### config.mk
export PLATFORM = sky130hd
export DESIGN_NAME = lzw_front
export DESIGN_NICKNAME = d
export VERILOG_FILES = /design/src/hdl/lzw_pkg.sv /design/src/hdl/lzw_front.sv
export SDC_FILE = /design/constraint.sdc
export NUM_CORES = 1
export LEC_CHECK = 0
export BUFFER_PORTS_ARGS = -buffer_cell sky130_fd_sc_hd__buf_2
export CORE_MARGIN = 2
export CORE_UTILIZATION = 49
export DETAILED_ROUTE_END_ITERATION = 12
export PLACE_DENSITY = 0.72
export SETUP_SLACK_MARGIN = 0.4
export SYNTH_ARGS = -nofsm -noshare
export SYNTH_HDL_FRONTEND = slang
export SYNTH_SLANG_ARGS = --single-unit
### constraint.sdc
create_clock -name clk_i -period 1.75 [get_ports clk_i]
set_input_delay 0.2625 -clock clk_i [delete_from_list [all_inputs] [get_ports clk_i]]
set_output_delay 0.2625 -clock clk_i [all_outputs]
set_load 0.03 [all_outputs]
### src/hdl/lzw_pkg.sv
// Shared constants, types and state codes of the LZW compressor
`timescale 1ns / 1ps
`default_nettype none
package lzw_pkg;
  localparam int MaxCodeBits = 12;
  localparam int HashSlots   = 8192;
  localparam int AlphaLast   = 26;
  localparam int InitWidth   = 5;
  localparam int FirstFree   = 27;
  localparam int MaxOut      = 4;
  localparam int OutqDepth   = 4;

  localparam int SymW      = 5;
  localparam int CodeW     = MaxCodeBits;
  localparam int KeyW      = CodeW + SymW;
  localparam int HashW     = $clog2(HashSlots);
  localparam int NfcW      = CodeW + 1;
  localparam int WidW      = $clog2(MaxCodeBits + 1);
  localparam int AccW      = MaxCodeBits + 8;
  localparam int CntW      = $clog2(AccW + 1);
  localparam int EntryW    = 1 + KeyW + CodeW;
  localparam int HashShift = 7;
  localparam int ProdW     = HashW + HashShift;
  localparam int IdxW      = $clog2(MaxOut + 2);
  localparam int OqPtrW    = $clog2(OutqDepth);
  localparam int OqCntW    = $clog2(OutqDepth + 1);

  localparam logic [ProdW-1:0] HashK = ProdW'(64'd2654435761);

  typedef struct packed {
    logic [SymW-1:0] sym;
    logic            last;
  } item_t;

  typedef struct packed {
    logic       push;
    logic [7:0] data;
    logic       fin;
  } out_req_t;

  typedef enum logic [12:0] {
    S_CLEAR  = 13'b0000000000001,
    S_IDLE   = 13'b0000000000010,
    S_HELD   = 13'b0000000000100,
    S_START  = 13'b0000000001000,
    S_ADDR   = 13'b0000000010000,
    S_READ   = 13'b0000000100000,
    S_CHECK  = 13'b0000001000000,
    S_EMIT   = 13'b0000010000000,
    S_DRAIN  = 13'b0000100000000,
    S_INSERT = 13'b0001000000000,
    S_LAST   = 13'b0010000000000,
    S_FEMIT  = 13'b0100000000000,
    S_FDRAIN = 13'b1000000000000
  } state_e;
endpackage
`default_nettype wire

### src/hdl/lzw_front.sv
// Input queue: takes symbol requests and folds out-of-alphabet symbols to '-'
`timescale 1ns / 1ps
`default_nettype none
module lzw_front (
  input  wire logic                       clk_i,
  input  wire logic                       rst_ni,
  input  wire logic                       push_i,
  output      logic                       full_o,
  input  wire logic [lzw_pkg::SymW-1:0]   symbol_i,
  input  wire logic                       end_of_text_i,
  input  wire logic                       block_i,
  output      logic                       item_valid_o,
  output      lzw_pkg::item_t             item_o,
  input  wire logic                       item_pop_i
);
  import lzw_pkg::*;

  item_t      mem_q [2];
  logic       wr_q, wr_d, rd_q, rd_d;
  logic [1:0] cnt_q, cnt_d;
  logic       acc, pop;
  item_t      in_item;

  assign full_o       = (cnt_q == 2'd2) || block_i;
  assign acc          = push_i && !full_o;
  assign item_valid_o = cnt_q != 2'd0;
  assign pop          = item_pop_i && item_valid_o;
  assign item_o       = mem_q[rd_q];

  always_comb begin
    in_item.sym  = (symbol_i > SymW'(AlphaLast)) ? '0 : symbol_i;
    in_item.last = end_of_text_i;
    wr_d  = acc ? ~wr_q : wr_q;
    rd_d  = pop ? ~rd_q : rd_q;
    cnt_d = cnt_q + {1'b0, acc} - {1'b0, pop};
  end

  always_ff @(posedge clk_i) begin
    if (acc) begin
      mem_q[wr_q] <= in_item;
    end
  end

  always_ff @(posedge clk_i or negedge rst_ni) begin
    if (!rst_ni) begin
      wr_q  <= 1'b0;
      rd_q  <= 1'b0;
      cnt_q <= 2'd0;
    end else begin
      wr_q  <= wr_d;
      rd_q  <= rd_d;
      cnt_q <= cnt_d;
    end
  end
endmodule
`default_nettype wire

# After elaboration in Yosys (flattened, before gate mapping)
# Memory sizes are Yosys's and may differ from the RTL's.
# Index checks and enable logic that the tools add are counted.
[word_totals] reg_bits=4 latchBits=0 ram_bits=12 romBits=0 input_bits=11 output_inout_bits=8 word_cells=18 mem_count=1
[op_classes] addsub=2 n_mul=0 n_div=0 magnitude_cmp=1 eq_ne=1 n_shift=0 n_mux=3 bitwise=2 reduce_logical=5
[memory_table] name="mem_q" words=2 word_bits=6 rd=1 rd_clocked_by_memory_dff=0 write_ports=1 line="lzw_front.sv:18" text="item_t mem_q [2];"
[op_table] cell="$gt 5x5->1 const B" count=1
[op_table] cell="$mux 5" count=1
[op_table] cell="$add 2x1->2" count=1
[op_table] cell="$eq 2x2->1 const B" count=1
[op_table] cell="$logic_and 1x1->1" count=2
[op_table] cell="$mux 1" count=2
[op_table] cell="$not 1->1" count=2
[op_table] cell="$reduce_bool 2->1" count=1
[op_table] cell="$sub 2x1->2" count=1
[op_table] cell="$logic_not 1->1" count=1
[op_table] cell="$logic_or 1x1->1" count=1

# Logic depth before layout (Yosys ltp)
[logic_depth] ltp_word=6 ltp_mapped=7 depth_no_buf=7

# Worst setup path after synthesis
# OpenSTA, ideal clock, no wires.
[synth_timing] path_type="reg2reg" startpoint="register cnt_q[1]" endpoint="register cnt_q[1]" setup_time_ns=0.123 arrival_ns=1.559 required_time_ns=1.627 path_slack_ns=0.068 path_stages_with_launch=8 path_buffers=0 synth_period_minus_slack_ns=1.682 path_cell_list="dfrtp_1 > or2_4 > and2_4 > ha_1 > inv_1 > ha_1 > xnor2_1 > xnor2_1"
[synth_between] elab_cells_between_ends=8 cone_classes="2 x add/sub; 1 x eq/ne; 5 x reduce/logical"
[synth_lines] element="start: declaration" line="lzw_front.sv:20" text="logic [1:0] cnt_q, cnt_d;"
[synth_lines] element="start signal: assignment" line="lzw_front.sv:52" text="cnt_q <= cnt_d;"
[synth_lines] element="$reduce_bool 2->1" line="lzw_front.sv:26" text="assign item_valid_o = cnt_q != 2'd0;"
[synth_lines] element="named net item_valid_o" line="lzw_front.sv:12" text="output logic item_valid_o,"
[synth_lines] element="$logic_and 1x1->1" line="lzw_front.sv:27" text="assign pop = item_pop_i && item_valid_o;"
[synth_lines] element="named net pop" line="lzw_front.sv:21" text="logic acc, pop;"
[synth_lines] element="$sub 2x1->2" line="lzw_front.sv:35" text="cnt_d = cnt_q + {1'b0, acc} - {1'b0, pop};"
[synth_lines] element="named net cnt_d[1]" line="lzw_front.sv:20"
# The timed path passes the listed nets, and every way through them passes these cells.
# A chain may end at the register's enable or synchronous reset.

# Worst setup path after layout
[layout_timing] startpoint="register cnt_q[0]" endpoint="register cnt_q[1]"
[layout_between] elab_cells_between_ends=8 cone_classes="2 x add/sub; 1 x eq/ne; 5 x reduce/logical"
[layout_lines] element="$reduce_bool 2->1" line="lzw_front.sv:26"
[layout_lines] element="$logic_and 1x1->1" line="lzw_front.sv:27"
[layout_lines] element="named net pop" line="lzw_front.sv:21"
[layout_lines] element="$sub 2x1->2" line="lzw_front.sv:35"
[layout_lines] element="named net cnt_d[1]" line="lzw_front.sv:20"
# The timed path passes the listed nets, and every way through them passes these cells.

==> metrics.txt <==
status=completed; Area growth syn-to-layout=51.8%; first-pass GRT wire length=2.01 mm; fin crit period=1.65 ns; drt wl/cell=14.7 microns; critical path capture point type=flip-flop; relative slew slack=84.3%; Leakage=0.457 nW; drt first pass iters=4; Cell Area, Synth=701 sq um; RSZ-0062 raised after global routing=yes; most frequent cells in the layout=edfxtp_1, buf_6, buf_2; Mapped Cells=47; DIE HEIGHT=41.8 microns; sequential-to-total area share from yosys stat=65.7%; pwr/cell area=1570 mW/mm^2; fmax=607 MHz; DR vias=486; DIE WIDTH=41.8 microns; total number of H-tree levels=1; largest net degree at the start of global routing=10; Logic pwr share=52.8%; CTS Sinks=16; Startpoint Class=flip-flop; Sw Share=34.9%; DRC violations left=0; die area=0.00175 sq mm; # diodes=0; Mean Syn Cell Area=14.9 sq um; commonest non-fill, non-tap cell in the layout=edfxtp_1; TNS Setup=0 ns; CP Data Required Time=1.92 ns; WHS Path Cells=1; Post-Place Cell Area=850 sq um; sw power=583 uW; Distinct cells, synth=18; Worst R2R End=cnt_q[1]; vias in the first global route=473; Ys Warns=0; Hold Startpoint=end_of_text_i; # IOs=19; worst slew pin tran=0.233 ns; cell area after layout=0.00106 sq mm; critical setup path kind=reg2reg; max cap viols=0; worst r2r path cells=7; Num CTS Buffers=3; final net count=95; final cell count without fillers=96; crit-path max FO=3; reg2reg start=cnt_q[0]; layout cells sized above 1=59.3%; TritonCTS clock tree=done; Clock Skew=0.00168 ns; antenna violation net count after detailed routing=0; Clock Path Buffers=2; max-slew violation count=0; Cells after DPL=82; grt total ovfl=0; Overall Global Routing Usage=16.1%; RePlAce Congestion=0.724; final WL=1.41 mm; final hold violations=0; Core Area=0.00132 sq mm; DR iter-0 viols=8; CTS Root Cell=clkbuf_4; Initial Util=53.2%; clock latency on the worst-skew pair=0.28 ns; final core utilization=80.7%; Pint=1.09 mW; Vias/cell=5.06; number of synthesized register bits=16; setup violators final=0; Hold Path Sink=mem_q[0][0]; initial antenna violation count=0; clk slew on worst S/H paths=0.08 ns; CP Data Arrival Time=1.82 ns; HPWL Detailed=799 microns; Port Buf Inserts=18; final period utilization=94.1%; Flop pwr share=35.5%; synthesized net count=60; Core Rows=13; class of the worst hold path=in2reg; setup slack, reg-to-reg=0.10 ns; proportion of power drawn by the clock network=11.7%; Max IR drop VDD=0.793 mV
[critical path, stage by stage (launching register included)]
cell	delay [ns]
dfrtp_1	0.41
or2_4	0.26
and2_4	0.15
ha_4	0.25
inv_2	0.04
ha_4	0.16
xnor2_2	0.13
xnor2_1	0.13
[layer usage]
layer / up-vias / GRT usage [%] / wire length, microns
li1: 231 / - / -
met1: 245 / 19.1 / 607
met2: 8 / 26.3 / 758
met3: 2 / 3.91 / 26
met4: 0 / 9.68 / 19
met5: - / 0 / 0
[cells in the mapped netlist]
| cell | number | area (sq um) |
|---|---|---|
| nor2_1 | 4 | 15.0 |
| a21o_1 | 1 | 7.51 |
| xnor2_1 | 3 | 26.3 |
| ha_1 | 2 | 25.0 |
| or2_4 | 1 | 8.76 |
| dfrtp_1 | 4 | 100 |
| xor2_1 | 1 | 8.76 |
| mux2_2 | 6 | 67.6 |
| and2_1 | 1 | 6.26 |
| buf_2 | 1 | 5.00 |
| a21boi_0 | 2 | 15.0 |
| edfxtp_1 | 12 | 360 |
| and2_4 | 1 | 8.76 |
| nand2b_1 | 2 | 12.5 |
| nand3b_1 | 1 | 7.51 |
| o21a_1 | 2 | 15.0 |
| inv_1 | 2 | 7.51 |
| nand2_1 | 1 | 3.75 |
[sequential cells by signal, indices dropped and copies added (netlist names)]
| register | cells |
|---|---|
| wr_q | 1 |
| cnt_q | 2 |
| rd_q | 1 |
| mem_q | 12 |
[layout make-up]
type / count / area (sq um)
inverters: 2 / 7.51
well taps: 15 / 18.8
clock buffers: 4 / 26.3
fillers: 76 / 254
repair buffers: 31 / 251
multi-input cells: 28 / 298
flip-flops and latches: 16 / 462
[stage by stage]
stage | hold WS, ns | power [mW] | setup slack, ns
after detailed placement | 0.0726 | 1.13 | 0.123
after global placement | 0.0758 | 1.12 | 0.161
after global routing | 0.156 | 1.76 | 0.0679
after CTS | 0.157 | 1.53 | 0.144
final | 0.168 | 1.67 | 0.103
after floorplan | -0.0331 | 0.995 | 0.115
[power groups by stage]
| stage | logic [mW] | registers [mW] | clock network, mW |
|---|---|---|---|
| 3_3_place_gp | 0.539 | 0.577 | 0 |
| 5_1_grt | 0.930 | 0.603 | 0.223 |
| 6_report | 0.883 | 0.594 | 0.196 |
| 4_1_cts | 0.753 | 0.580 | 0.201 |
| 3_5_place_dp | 0.547 | 0.580 | 0 |
| 2_1_floorplan | 0.455 | 0.540 | 0 |
[kinds of logic (layout without fill, tap and decap cells)]
family          Yosys count  count (layout)  share of synthesized area (%)
fa+ha+maj                 2               2                           3.57
buf+inv                   3              37                           1.79
simple gates             11              11                           8.93
mux                       6               6                           9.64
compound gates            5               5                           5.36
flops                    16              16                           65.7
xor+xnor                  4               4                           5.00
[how the worst max path moves through the flow]
stage,from,to,slack [ns],depth (start not counted)
2_1_floorplan,cnt_q[0],cnt_q[1],0.11,7
3_3_place_gp,cnt_q[1],cnt_q[1],0.16,7
3_5_place_dp,cnt_q[0],cnt_q[1],0.12,7
4_1_cts,cnt_q[0],cnt_q[1],0.14,7
5_1_grt,cnt_q[1],cnt_q[1],0.07,7
6_report,cnt_q[0],cnt_q[1],0.10,7
[timing repair]
| item | in CTS | in global routing |
|---|---|---|
| resized for setup | 21 | 11 |
| endpoints found under the hold margin | 4 | 0 |
| pin swaps | 1 | 3 |
| hold buffers | 1 | 0 |
| buffers inserted | 5 | 4 |
| setup endpoints to repair | 22 | 22 |
Note: power is estimated with default switching activity, not from simulation.
