**src/hdl/lzw_pkg.sv**
```systemverilog
// Shared constants, types and state codes of the LZW compressor
`timescale 1ns / 1ps
`default_nettype none
package lzw_pkg;
  localparam int MaxCodeBits = 12;
  localparam int HashSlots   = 8192;
  localparam int AlphaLast   = 26;
  localparam int InitWidth   = 5;
  localparam int FirstFree   = 27;
  localparam int MaxOut      = 4;
  localparam int OutqDepth   = 4;

  localparam int SymW      = 5;
  localparam int CodeW     = MaxCodeBits;
  localparam int KeyW      = CodeW + SymW;
  localparam int HashW     = $clog2(HashSlots);
  localparam int NfcW      = CodeW + 1;
  localparam int WidW      = $clog2(MaxCodeBits + 1);
  localparam int AccW      = MaxCodeBits + 8;
  localparam int CntW      = $clog2(AccW + 1);
  localparam int EntryW    = 1 + KeyW + CodeW;
  localparam int HashShift = 7;
  localparam int ProdW     = HashW + HashShift;
  localparam int IdxW      = $clog2(MaxOut + 2);
  localparam int OqPtrW    = $clog2(OutqDepth);
  localparam int OqCntW    = $clog2(OutqDepth + 1);

  localparam logic [ProdW-1:0] HashK = ProdW'(64'd2654435761);

  typedef struct packed {
    logic [SymW-1:0] sym;
    logic            last;
  } item_t;

  typedef struct packed {
    logic       push;
    logic [7:0] data;
    logic       fin;
  } out_req_t;

  typedef enum logic [12:0] {
    S_CLEAR  = 13'b0000000000001,
    S_IDLE   = 13'b0000000000010,
    S_HELD   = 13'b0000000000100,
    S_START  = 13'b0000000001000,
    S_ADDR   = 13'b0000000010000,
    S_READ   = 13'b0000000100000,
    S_CHECK  = 13'b0000001000000,
    S_EMIT   = 13'b0000010000000,
    S_DRAIN  = 13'b0000100000000,
    S_INSERT = 13'b0001000000000,
    S_LAST   = 13'b0010000000000,
    S_FEMIT  = 13'b0100000000000,
    S_FDRAIN = 13'b1000000000000
  } state_e;
endpackage
`default_nettype wire

```
**src/hdl/lzw_outq.sv**
```systemverilog
// Output byte queue between the dictionary engine and the result port
`timescale 1ns / 1ps
`default_nettype none
module lzw_outq (
  input  wire logic              clk_i,
  input  wire logic              rst_ni,
  input  wire lzw_pkg::out_req_t req_i,
  output      logic              full_o,
  output      logic              empty_o,
  input  wire logic              pop_i,
  output      logic [7:0]        out_byte_o,
  output      logic              final_byte_o
);
  import lzw_pkg::*;

  logic [8:0]        mem_q [OutqDepth];
  logic [OqPtrW-1:0] wr_q, rd_q;
  logic [OqCntW-1:0] cnt_q;
  logic              wr, rd;

  assign full_o  = cnt_q == OqCntW'(OutqDepth);
  assign empty_o = cnt_q == '0;
  assign wr      = req_i.push && !full_o;
  assign rd      = pop_i && !empty_o;
  assign {out_byte_o, final_byte_o} = mem_q[rd_q];

  always_ff @(posedge clk_i) begin
    if (wr) begin
      mem_q[wr_q] <= {req_i.data, req_i.fin};
    end
  end

  always_ff @(posedge clk_i or negedge rst_ni) begin
    if (!rst_ni) begin
      wr_q  <= '0;
      rd_q  <= '0;
      cnt_q <= '0;
    end else begin
      if (wr) wr_q <= wr_q + 1'b1;
      if (rd) rd_q <= rd_q + 1'b1;
      cnt_q <= cnt_q + OqCntW'(wr) - OqCntW'(rd);
    end
  end
endmodule
`default_nettype wire

```
**config.mk**
```make
export PLATFORM = sky130hd
export DESIGN_NAME = lzw_outq
export DESIGN_NICKNAME = d
export VERILOG_FILES = /design/src/hdl/lzw_pkg.sv /design/src/hdl/lzw_outq.sv
export SDC_FILE = /design/constraint.sdc
export NUM_CORES = 1
export LEC_CHECK = 0
export BUFFER_PORTS_ARGS = -buffer_cell sky130_fd_sc_hd__buf_2
export CAP_MARGIN = 20
export CORE_MARGIN = 10
export CORE_UTILIZATION = 50
export CTS_CLUSTER_SIZE = 16
export DETAILED_ROUTE_END_ITERATION = 10
export GPL_ROUTABILITY_DRIVEN = 0
export PLACE_DENSITY_LB_ADDON = 0.08
export SLEW_MARGIN = 10
export SYNTH_ARGS = -nofsm -noshare
export SYNTH_HDL_FRONTEND = slang
export SYNTH_SLANG_ARGS = --single-unit
```
**constraint.sdc**
```tcl
create_clock -name clk_i -period 2.65 [get_ports clk_i]
set_clock_uncertainty 0.05 [all_clocks]
set_input_delay 0.265 -clock clk_i [delete_from_list [all_inputs] [get_ports clk_i]]
set_output_delay 0.265 -clock clk_i [all_outputs]
set_load 0.005 [all_outputs]
```
=== Word-level counts from Yosys, hierarchy flattened ===
Memories as Yosys holds them, arrays and structs flattened.
Cells that the tools add are included.
W data, S select, Z words.

* Register bits: 7
* RAM bits: 36
* Output and inout bits: 11
* Word-level logic and storage cells: 16
* Memories: 1

{| class="wikitable"
|+ Memory list
! name !! depth !! width !! rd ports !! clocked after Yosys merged registers in !! write ports !! line !! text
|-
| mem_q || 4 || 9 || 1 || 0 || 1 || lzw_outq.sv:16 || <nowiki>logic [8:0] mem_q [OutqDepth];</nowiki>
|}

* Add/subtract/negate cells: 4
* Equal/unequal tests: 1
* Muxes and demuxes: 2
* Reduce and logical (&&, ||, !) cells: 5

{| class="wikitable"
|+ Operators by type and width
! cell !! count
|-
| $add A2 B1 Y2 const B || 2
|-
| $add A3 B1 Y3 || 1
|-
| $eq A3 B3 Y1 const B || 1
|-
| $logic_not A3 Y1 || 1
|-
| $sub A3 B1 Y3 || 1
|-
| $logic_and A1 B1 Y1 || 2
|-
| $logic_not A1 Y1 || 2
|-
| $mux W1 || 2
|}

=== Depth between registers and ports, before layout ===
Gate-level depths: netlist (run 1).

* Depth in word-level cells: 5
* Mapped depth: 8

=== Worst setup path before layout (run 1) ===
No wires, ideal clock.

* Path kind: reg-to-reg
* From: register cnt_q[1]
* To: register cnt_q[2]
* Library setup time: 123 ps
* Arrival: 1946 ps
* Slack: 531 ps
* Stages on the path, launching flop included: 9
* Path buffers: 0
* Period minus slack after synthesis: 2119 ps
* Cell sequence: dfrtp_1 > o31ai_1 > inv_1 > ha_1 > inv_1 > ha_1 > fa_1 > xnor2_1 > xnor2_1

* Elaborated cells between the ends (all ways): 8
* Those cells by class: add/sub: 2; eq/ne: 1; reduce/logical: 5

{| class="wikitable"
|+ RTL lines
! element !! line !! text
|-
| start, declared || lzw_outq.sv:18 || <nowiki>logic [OqCntW-1:0] cnt_q;</nowiki>
|-
| start signal, assigned || lzw_outq.sv:41 || <nowiki>cnt_q <= cnt_q + OqCntW'(wr) - OqCntW'(rd);</nowiki>
|-
| $logic_not A3 Y1 || lzw_outq.sv:22 || <nowiki>assign empty_o = cnt_q == '0;</nowiki>
|-
| $logic_not A1 Y1 || lzw_outq.sv:24 || <nowiki>assign rd = pop_i && !empty_o;</nowiki>
|-
| $logic_and A1 B1 Y1 || lzw_outq.sv:24 ||
|-
| via rd || lzw_outq.sv:19 || <nowiki>logic wr, rd;</nowiki>
|-
| $sub A3 B1 Y3 || lzw_outq.sv:41 ||
|}

The timed path passes the listed nets, and every way through them passes these cells.
A chain may end at the register's enable or synchronous reset.

=== Worst setup path after layout (run 1) ===
Ends and elaborated chain as after synthesis.

==> run metrics, run 1 <==
Worst setup EP type=register; Overflow after GRT=0; Power Dens Cells=1005 nW/µm²; Yosys cell types=18; Finish-stage setup viols=0; clock-pin slew of the registers on the worst-case setup and hold paths=0.11 ns; first-pass GRT wire length=between 4000 and 5000 µm; footprint of the multi-input gates=474.2 µm²; H-tree depth=2; kind of critical path=register to register; pin count of the biggest net entering global routing=13; final wirelength=2842 µm; post-synthesis sequential area ratio=0.7100; Die H=79.49 µm; CP Max Fanout=7; status=completed; Yosys reg bits=43; Arr. time, crit path=2.46 ns; critical path required time=between 2 and 3 ns; CP Launch Type=register; worst vdd ir=approximately 0.47 mV; share of the synthesized area in the top cell type=0.6110; Antenna Nets Post-Route=0; largest buffer count on any clock path=2; CTS tree=built; reg-to-reg setup timing slack=0.40 ns; crit share post-route=0.8486; row cnt=21; Yosys warning total=0; number of I/O port buffers=23; Synth area leader=edfxtp_1; Hold Path Class=input pin to register; FF+latch area=1256 µm²; clk root buf=clkbuf_4; top post-synthesis cells by area=edfxtp_1 61%, mux4_2 11%, dfrtp_1 9.9%, ha_1 4.2%, and3b_1 2.0%; worst slack at placement=0.3905 ns; diodes inserted=0; fmax=0.4447 GHz; vias in the first global route=965; Least-Margin Pin Slew=roughly 0.63 ns; TritonCTS Buffers=5; RSZ-0062 raised after global routing=no; Async SR Flop Fraction=0.1628; Top Ports=24; Leakage=0.7461 nW; DRT Pass-1 Iters=4; Most used DFF post-synth=edfxtp_1; setup repair bufs after CTS=0; max-capacitance violation count=0; drt first-iter violations=38; ratio of cells with drive above 1 in the final layout=0.3419; post_cts resized=0; Final nets=137; TNS Setup=0 ns; Filler Cell Count=about 260; hold slack=0.08043 ns; die area=6318 µm²; Syn Std Cell Area=roughly 1800 µm²; via count=871; CTS Sinks=between 40 and 50; Final Hold Fails=0; DP HPWL=2029 µm; WL per Instance=17.44 µm; synthesized area per cell=20.10 µm²; Post-synth EDFFs=36; synth-to-layout area growth=12.59%; CORE AREA=3390 µm²; setup slack after layout=0.4012 ns; Mapped Nets=about 110; Worst-Skew Late Latency=0.34 ns; slew margin rel.=0.5807; GRT Total Usage=0.09917; initial antenna violation count=0; # DRC=0; initial core utilization=0.5220; final-report max-slew violation count=0; post-synthesis cell count=a little under 90; drt via density=5.344; Die W=79.49 µm; Period minus WS final=2.249 ns
==> state kept, by name, indices dropped and copies added, names as in the netlist <==
signal	flops
mem_q	36
cnt_q	3
wr_q	2
rd_q	2
==> report_power, final <==
part	internal, W	switching [W]	leakage (nW)	total (W)
Combinational	0.000353	0.000252	0.300	0.000604
Clock	0.000123	0.000190	0.0341	0.000313
Sequential	0.000911	0.000174	0.412	0.00108
==> critical path: stages (launching register included) <==
cell	delay, ns
dfrtp_1	0.48
o31ai_1	0.38
inv_1	0.08
ha_1	0.28
inv_1	0.04
ha_1	0.18
fa_1	0.38
xnor2_1	0.17
xnor2_1	0.15
==> placed cells by master (no fill, tap or decap), drive strengths merged <==
cell and count:
edfxtp 36, clkbuf 6, xnor2 4, nand2 1, dlygate4sd3 1, mux4 9, o311ai 1, nor3b 1
fa 1, buf 23, nor3 1, dfrtp 7, nand2b 4, nand4bb 2, and3b 4, o211ai 2
inv 6, o31ai 1, clkinv 1, ha 6
==> kinds of logic after synthesis <==
group / Yosys count / share of synthesized area
compound gates: 4 / 0.01768
flops: 43 / 0.7100
fa+ha+maj: 7 / 0.05375
mux: 9 / 0.1146
simple gates: 13 / 0.06223
buf+inv: 8 / 0.02192
xor+xnor: 4 / 0.01980
==> metrics by stage <==
| stage | utilization | total power, W | instances | area (µm²) |
|---|---|---|---|---|
| after floorplan | - | 0.001503 | 88 | 1769 |
| after global placement | 0.5681 | 0.001710 | 155 | 1926 |
| after detailed placement | 0.5681 | 0.001727 | 155 | 1926 |
| after CTS | 0.5877 | 0.002045 | 163 | 1992 |
| after global routing | 0.5877 | 0.002151 | 163 | 1992 |
| final | 0.5877 | 0.002002 | 163 | 1992 |
==> worst paths after layout <==
check / to / cells after the start / start
setup / recovery: cnt_q[2]$_DFF_PN0_ / 8 / cnt_q[1]$_DFF_PN0_
hold / removal: mem_q[3][0]$_DFFE_PP_ / 1 / req_i[0]
setup reg to reg: cnt_q[2]$_DFF_PN0_ / 8 / cnt_q[1]$_DFF_PN0_
hold reg to reg: wr_q[1]$_DFFE_PN0P_ / 2 / wr_q[1]$_DFFE_PN0P_
max in group asynchronous: rd_q[0]$_DFFE_PN0P_ / 2 / rst_ni
min in group asynchronous: wr_q[0]$_DFFE_PN0P_ / 2 / rst_ni
==> layer usage <==
metal	up-vias	global-route usage	wire [µm]
li1	400	-	-
met1	445	0.1089	1162
met2	21	0.1650	1476
met4	0	0.03763	29
met5	-	0	0
met3	5	0.04392	173
==> what timing repair did <==
item	4_1_cts	5_1_grt
setup endpoints to repair	0	0
endpoints found under the hold margin	7	0
hold buffers	1	0
==> cell type report <==
| class | instances | share of cell area |
|---|---|---|
| Clock buffer | 6 | 0.02575 |
| Clock inverter | 1 | 0.002513 |
| Inverter | 6 | 0.01131 |
| Multi-Input combinational cell | 37 | 0.2381 |
| Sequential cell | 43 | 0.6307 |
| Tap cell | 46 | 0.02889 |
| Timing Repair Buffer | 24 | 0.06281 |
==> cells in the mapped netlist (2+ instances only) <==
library cell / n
nand2b_1: 4
xnor2_1: 4
o211ai_1: 2
nand4bb_1: 2
mux4_2: 9
and3b_1: 4
edfxtp_1: 36
ha_1: 6
inv_1: 6
dfrtp_1: 7
Power figures use the tool's default switching activity.
==> inputs of run 2 (changes only) <==
==> constraint.sdc (replaced) <==
create_clock -name clk_i -period 2 [get_ports clk_i]
set_clock_uncertainty 0.05 [all_clocks]
set_input_delay 0.2 -clock clk_i [delete_from_list [all_inputs] [get_ports clk_i]]
set_output_delay 0.2 -clock clk_i [all_outputs]
set_load 0.005 [all_outputs]
==> run 2 against run 1 <==
Net effect:
- the run now ends with setup timing left
- critical path depth is the same
- global-route usage rose by 1.0 points
- total power grew 48%
- sequential cell count stayed put
- register-to-register slack got worse by 0.43 ns
- combinational power increased by 95%
- highest routed layer unchanged
==> run metrics, run 2 (synthesis results as in run 1) <==
setup slack after layout=-0.02907 ns (-0.4302 ns); vias in the first global route=1,005 (+4.1%); CTS Sinks=43 (unchanged); status=finished with violations; commonest non-fill, non-tap cell in the layout=edfxtp_1; row cnt=21 (unchanged); Net Switching=0.0009187 W (+49%); pin count of the biggest net entering global routing=13 (unchanged); WL per Instance=17.49 µm (+0.34%); synth-to-layout area growth=24.68%; CP Max Fanout=3 (-4); Top Ports=24 (unchanged); final-report max-slew violation count=0 (unchanged); Sequential Power Share=0.472 (-0.070); min-delay src=req_i[1]; drt first-iter violations=26 (-32%); crit-path max cell delay=0.46 ns (-0.02 ns); via count=945 (+8.5%); power share of the clock group=0.131 (-0.025); slew margin rel.=0.6594 (+0.07872); TNS Setup=-0.02907 ns (-0.02907 ns); post-route cell area=2206 µm² (+11%); dpl cell area=2028 µm² (+5.3%); reg-to-reg setup timing slack=-0.03 ns (-0.43 ns); Final nets=155 (+13%); worst reg2reg path depth=8 (unchanged); Largest Register=mem_q; Arr. time, crit path=2.23 ns (-0.23 ns); failing checks=setup timing; Power Dens Cells=1342 nW/µm² (+34%); Crit-path slowest cell=dfrtp_2; Combinational Power Share=0.397 (+0.095); DRT Pass-1 Iters=4 (unchanged); Antenna Nets Post-Route=0 (unchanged); number of I/O port buffers=23 (unchanged); max-capacitance violation count=0 (unchanged); WP depth=8 (unchanged); Least-Margin Pin Slew=0.5109 ns (-0.1181 ns); Leakage=0.8358 nW (+12%); CTS tree=built; reg-to-reg startpoint=cnt_q[0]$_DFF_PN0_; Crit path buffers/inverters=2 (unchanged); Period minus WS final=2.029 ns (-0.2198 ns); GRT Total Usage=0.1094 (+0.01023); Die W=79.49 µm (unchanged); kind of critical path=register to register; Hold Path Class=input pin to register; fmax=0.4928 GHz (+11%); Die H=79.49 µm (unchanged); Hold Crit Depth=1 (unchanged); diodes inserted=0 (unchanged); cell family with most CP delay=adder cells; Largest register FFs=36 (unchanged); Final Util=0.6508 (+0.06312); critical path required time=2.20 ns (-0.66 ns); initial core utilization=0.5220 (unchanged); Min-Delay Endpoint=mem_q[2][1]$_DFFE_PP_; drt via density=5.192 (-2.8%); P_int=0.002042 W (+47%); RSZ-0062 raised after global routing=yes; Final Hold Fails=0 (unchanged); Largest regs=mem_q (36), cnt_q (3); crit share post-route=1.015 (+0.1659); Worst setup EP type=register; clk root buf=clkbuf_4; worst path cell trace=o31ai_4, inv_2, ha_4, inv_2, ha_4, fa_2, xnor2_2, xnor2_1; worst vdd ir=0.7763 mV (+65%); initial antenna violation count=0 (unchanged); most frequent cells in the layout=36 x edfxtp_1, 23 x buf_2, 12 x buf_4, 9 x mux4_2; r2r endpoint=cnt_q[2]$_DFF_PN0_; DP HPWL=2142 µm (+5.6%); Worst-Skew Late Latency=0.35 ns (about the same); TritonCTS Buffers=5 (unchanged); ratio of cells with drive above 1 in the final layout=0.4632 (+0.1214); H-tree depth=2 (unchanged); CP Launch Type=register; Non-Filler Instances=182 (+12%); Switching Fraction=0.3103 (+0.003104); Tot Pwr=0.002960 W (+48%); clock-pin slew of the registers on the worst-case setup and hold paths=0.12 ns (about the same); Overflow after GRT=0 (unchanged); CORE AREA=3390 µm² (unchanged); Finish-stage setup viols=1 (+1); final wirelength=3184 µm (+12%); first-pass GRT wire length=5175 µm (+10%); # DRC=0 (unchanged); die area=6318 µm² (unchanged); largest buffer count on any clock path=2 (unchanged); placed insts=166 (+7.1%)
[run 2: final cells by class]
cell class | instances | area, µm²
inverters | 6 | 22.52
clock buffers | 6 | 41.29
repair buffers | 42 | 286.5
flip-flops and latches | 43 | 1260
clock inverters | 2 | 7.507
fillers | 250 | 1184
well taps | 46 | 57.56
multi-input cells | 37 | 530.5
[run 2: worst max path at each step]
stage                               endpoint               start
after floorplan           cnt_q[2]$_DFF_PN0_  cnt_q[2]$_DFF_PN0_
after global placement    cnt_q[2]$_DFF_PN0_  cnt_q[0]$_DFF_PN0_
after detailed placement  cnt_q[2]$_DFF_PN0_  cnt_q[0]$_DFF_PN0_
after CTS                 cnt_q[2]$_DFF_PN0_  cnt_q[0]$_DFF_PN0_
after global routing      cnt_q[2]$_DFF_PN0_  cnt_q[0]$_DFF_PN0_
final                     cnt_q[2]$_DFF_PN0_  cnt_q[0]$_DFF_PN0_
[run 2: power by group through the flow]
| stage | sequential (W) | combinational, W | clock (W) |
|---|---|---|---|
| floorplan | 0.00133 | 0.000668 | 0 |
| global placement | 0.00139 | 0.00104 | 0 |
| finish | 0.00140 | 0.00118 | 0.000386 |
| global route | 0.00143 | 0.00131 | 0.000442 |
| detailed placement | 0.00141 | 0.00107 | 0 |
| CTS | 0.00140 | 0.00115 | 0.000396 |
[run 2: worst reg2reg max path: cells and delay by family, from the launching register on]
family | cells | cell delay (ns)
compound gates | 1 | 0.29
buf+inv | 2 | 0.11
xor+xnor | 2 | 0.27
flops | 1 | 0.46
fa+ha+maj | 3 | 0.75
[run 2: per-layer routing]
| layer | share of wire | track usage |
|---|---|---|
| met5 | 0 | 0 |
| met4 | 0.014 | 0.03943 |
| met3 | 0.068 | 0.04955 |
| met2 | 0.53 | 0.1885 |
| met1 | 0.39 | 0.1147 |
[run 2: repair_timing]
| action | CTS | global route |
|---|---|---|
| endpoints found under the hold margin | 8 | 8 |
| setup endpoints to repair | 1 | 4 |
| resized for setup | 5 | 7 |
| pin swaps | 1 | 1 |
| hold buffers | 2 | 3 |
| buffers inserted | 2 | 1 |
[run 2: metrics by stage]
stage,hold slack (ns),worst slack [ns]
floorplan,-0.1456,-0.02100
global placement,-0.001227,0.02690
detailed placement,-0.0001512,-0.05185
CTS,0.0001883,-0.05012
global route,0.004136,-0.1355
finish,0.01987,-0.02907
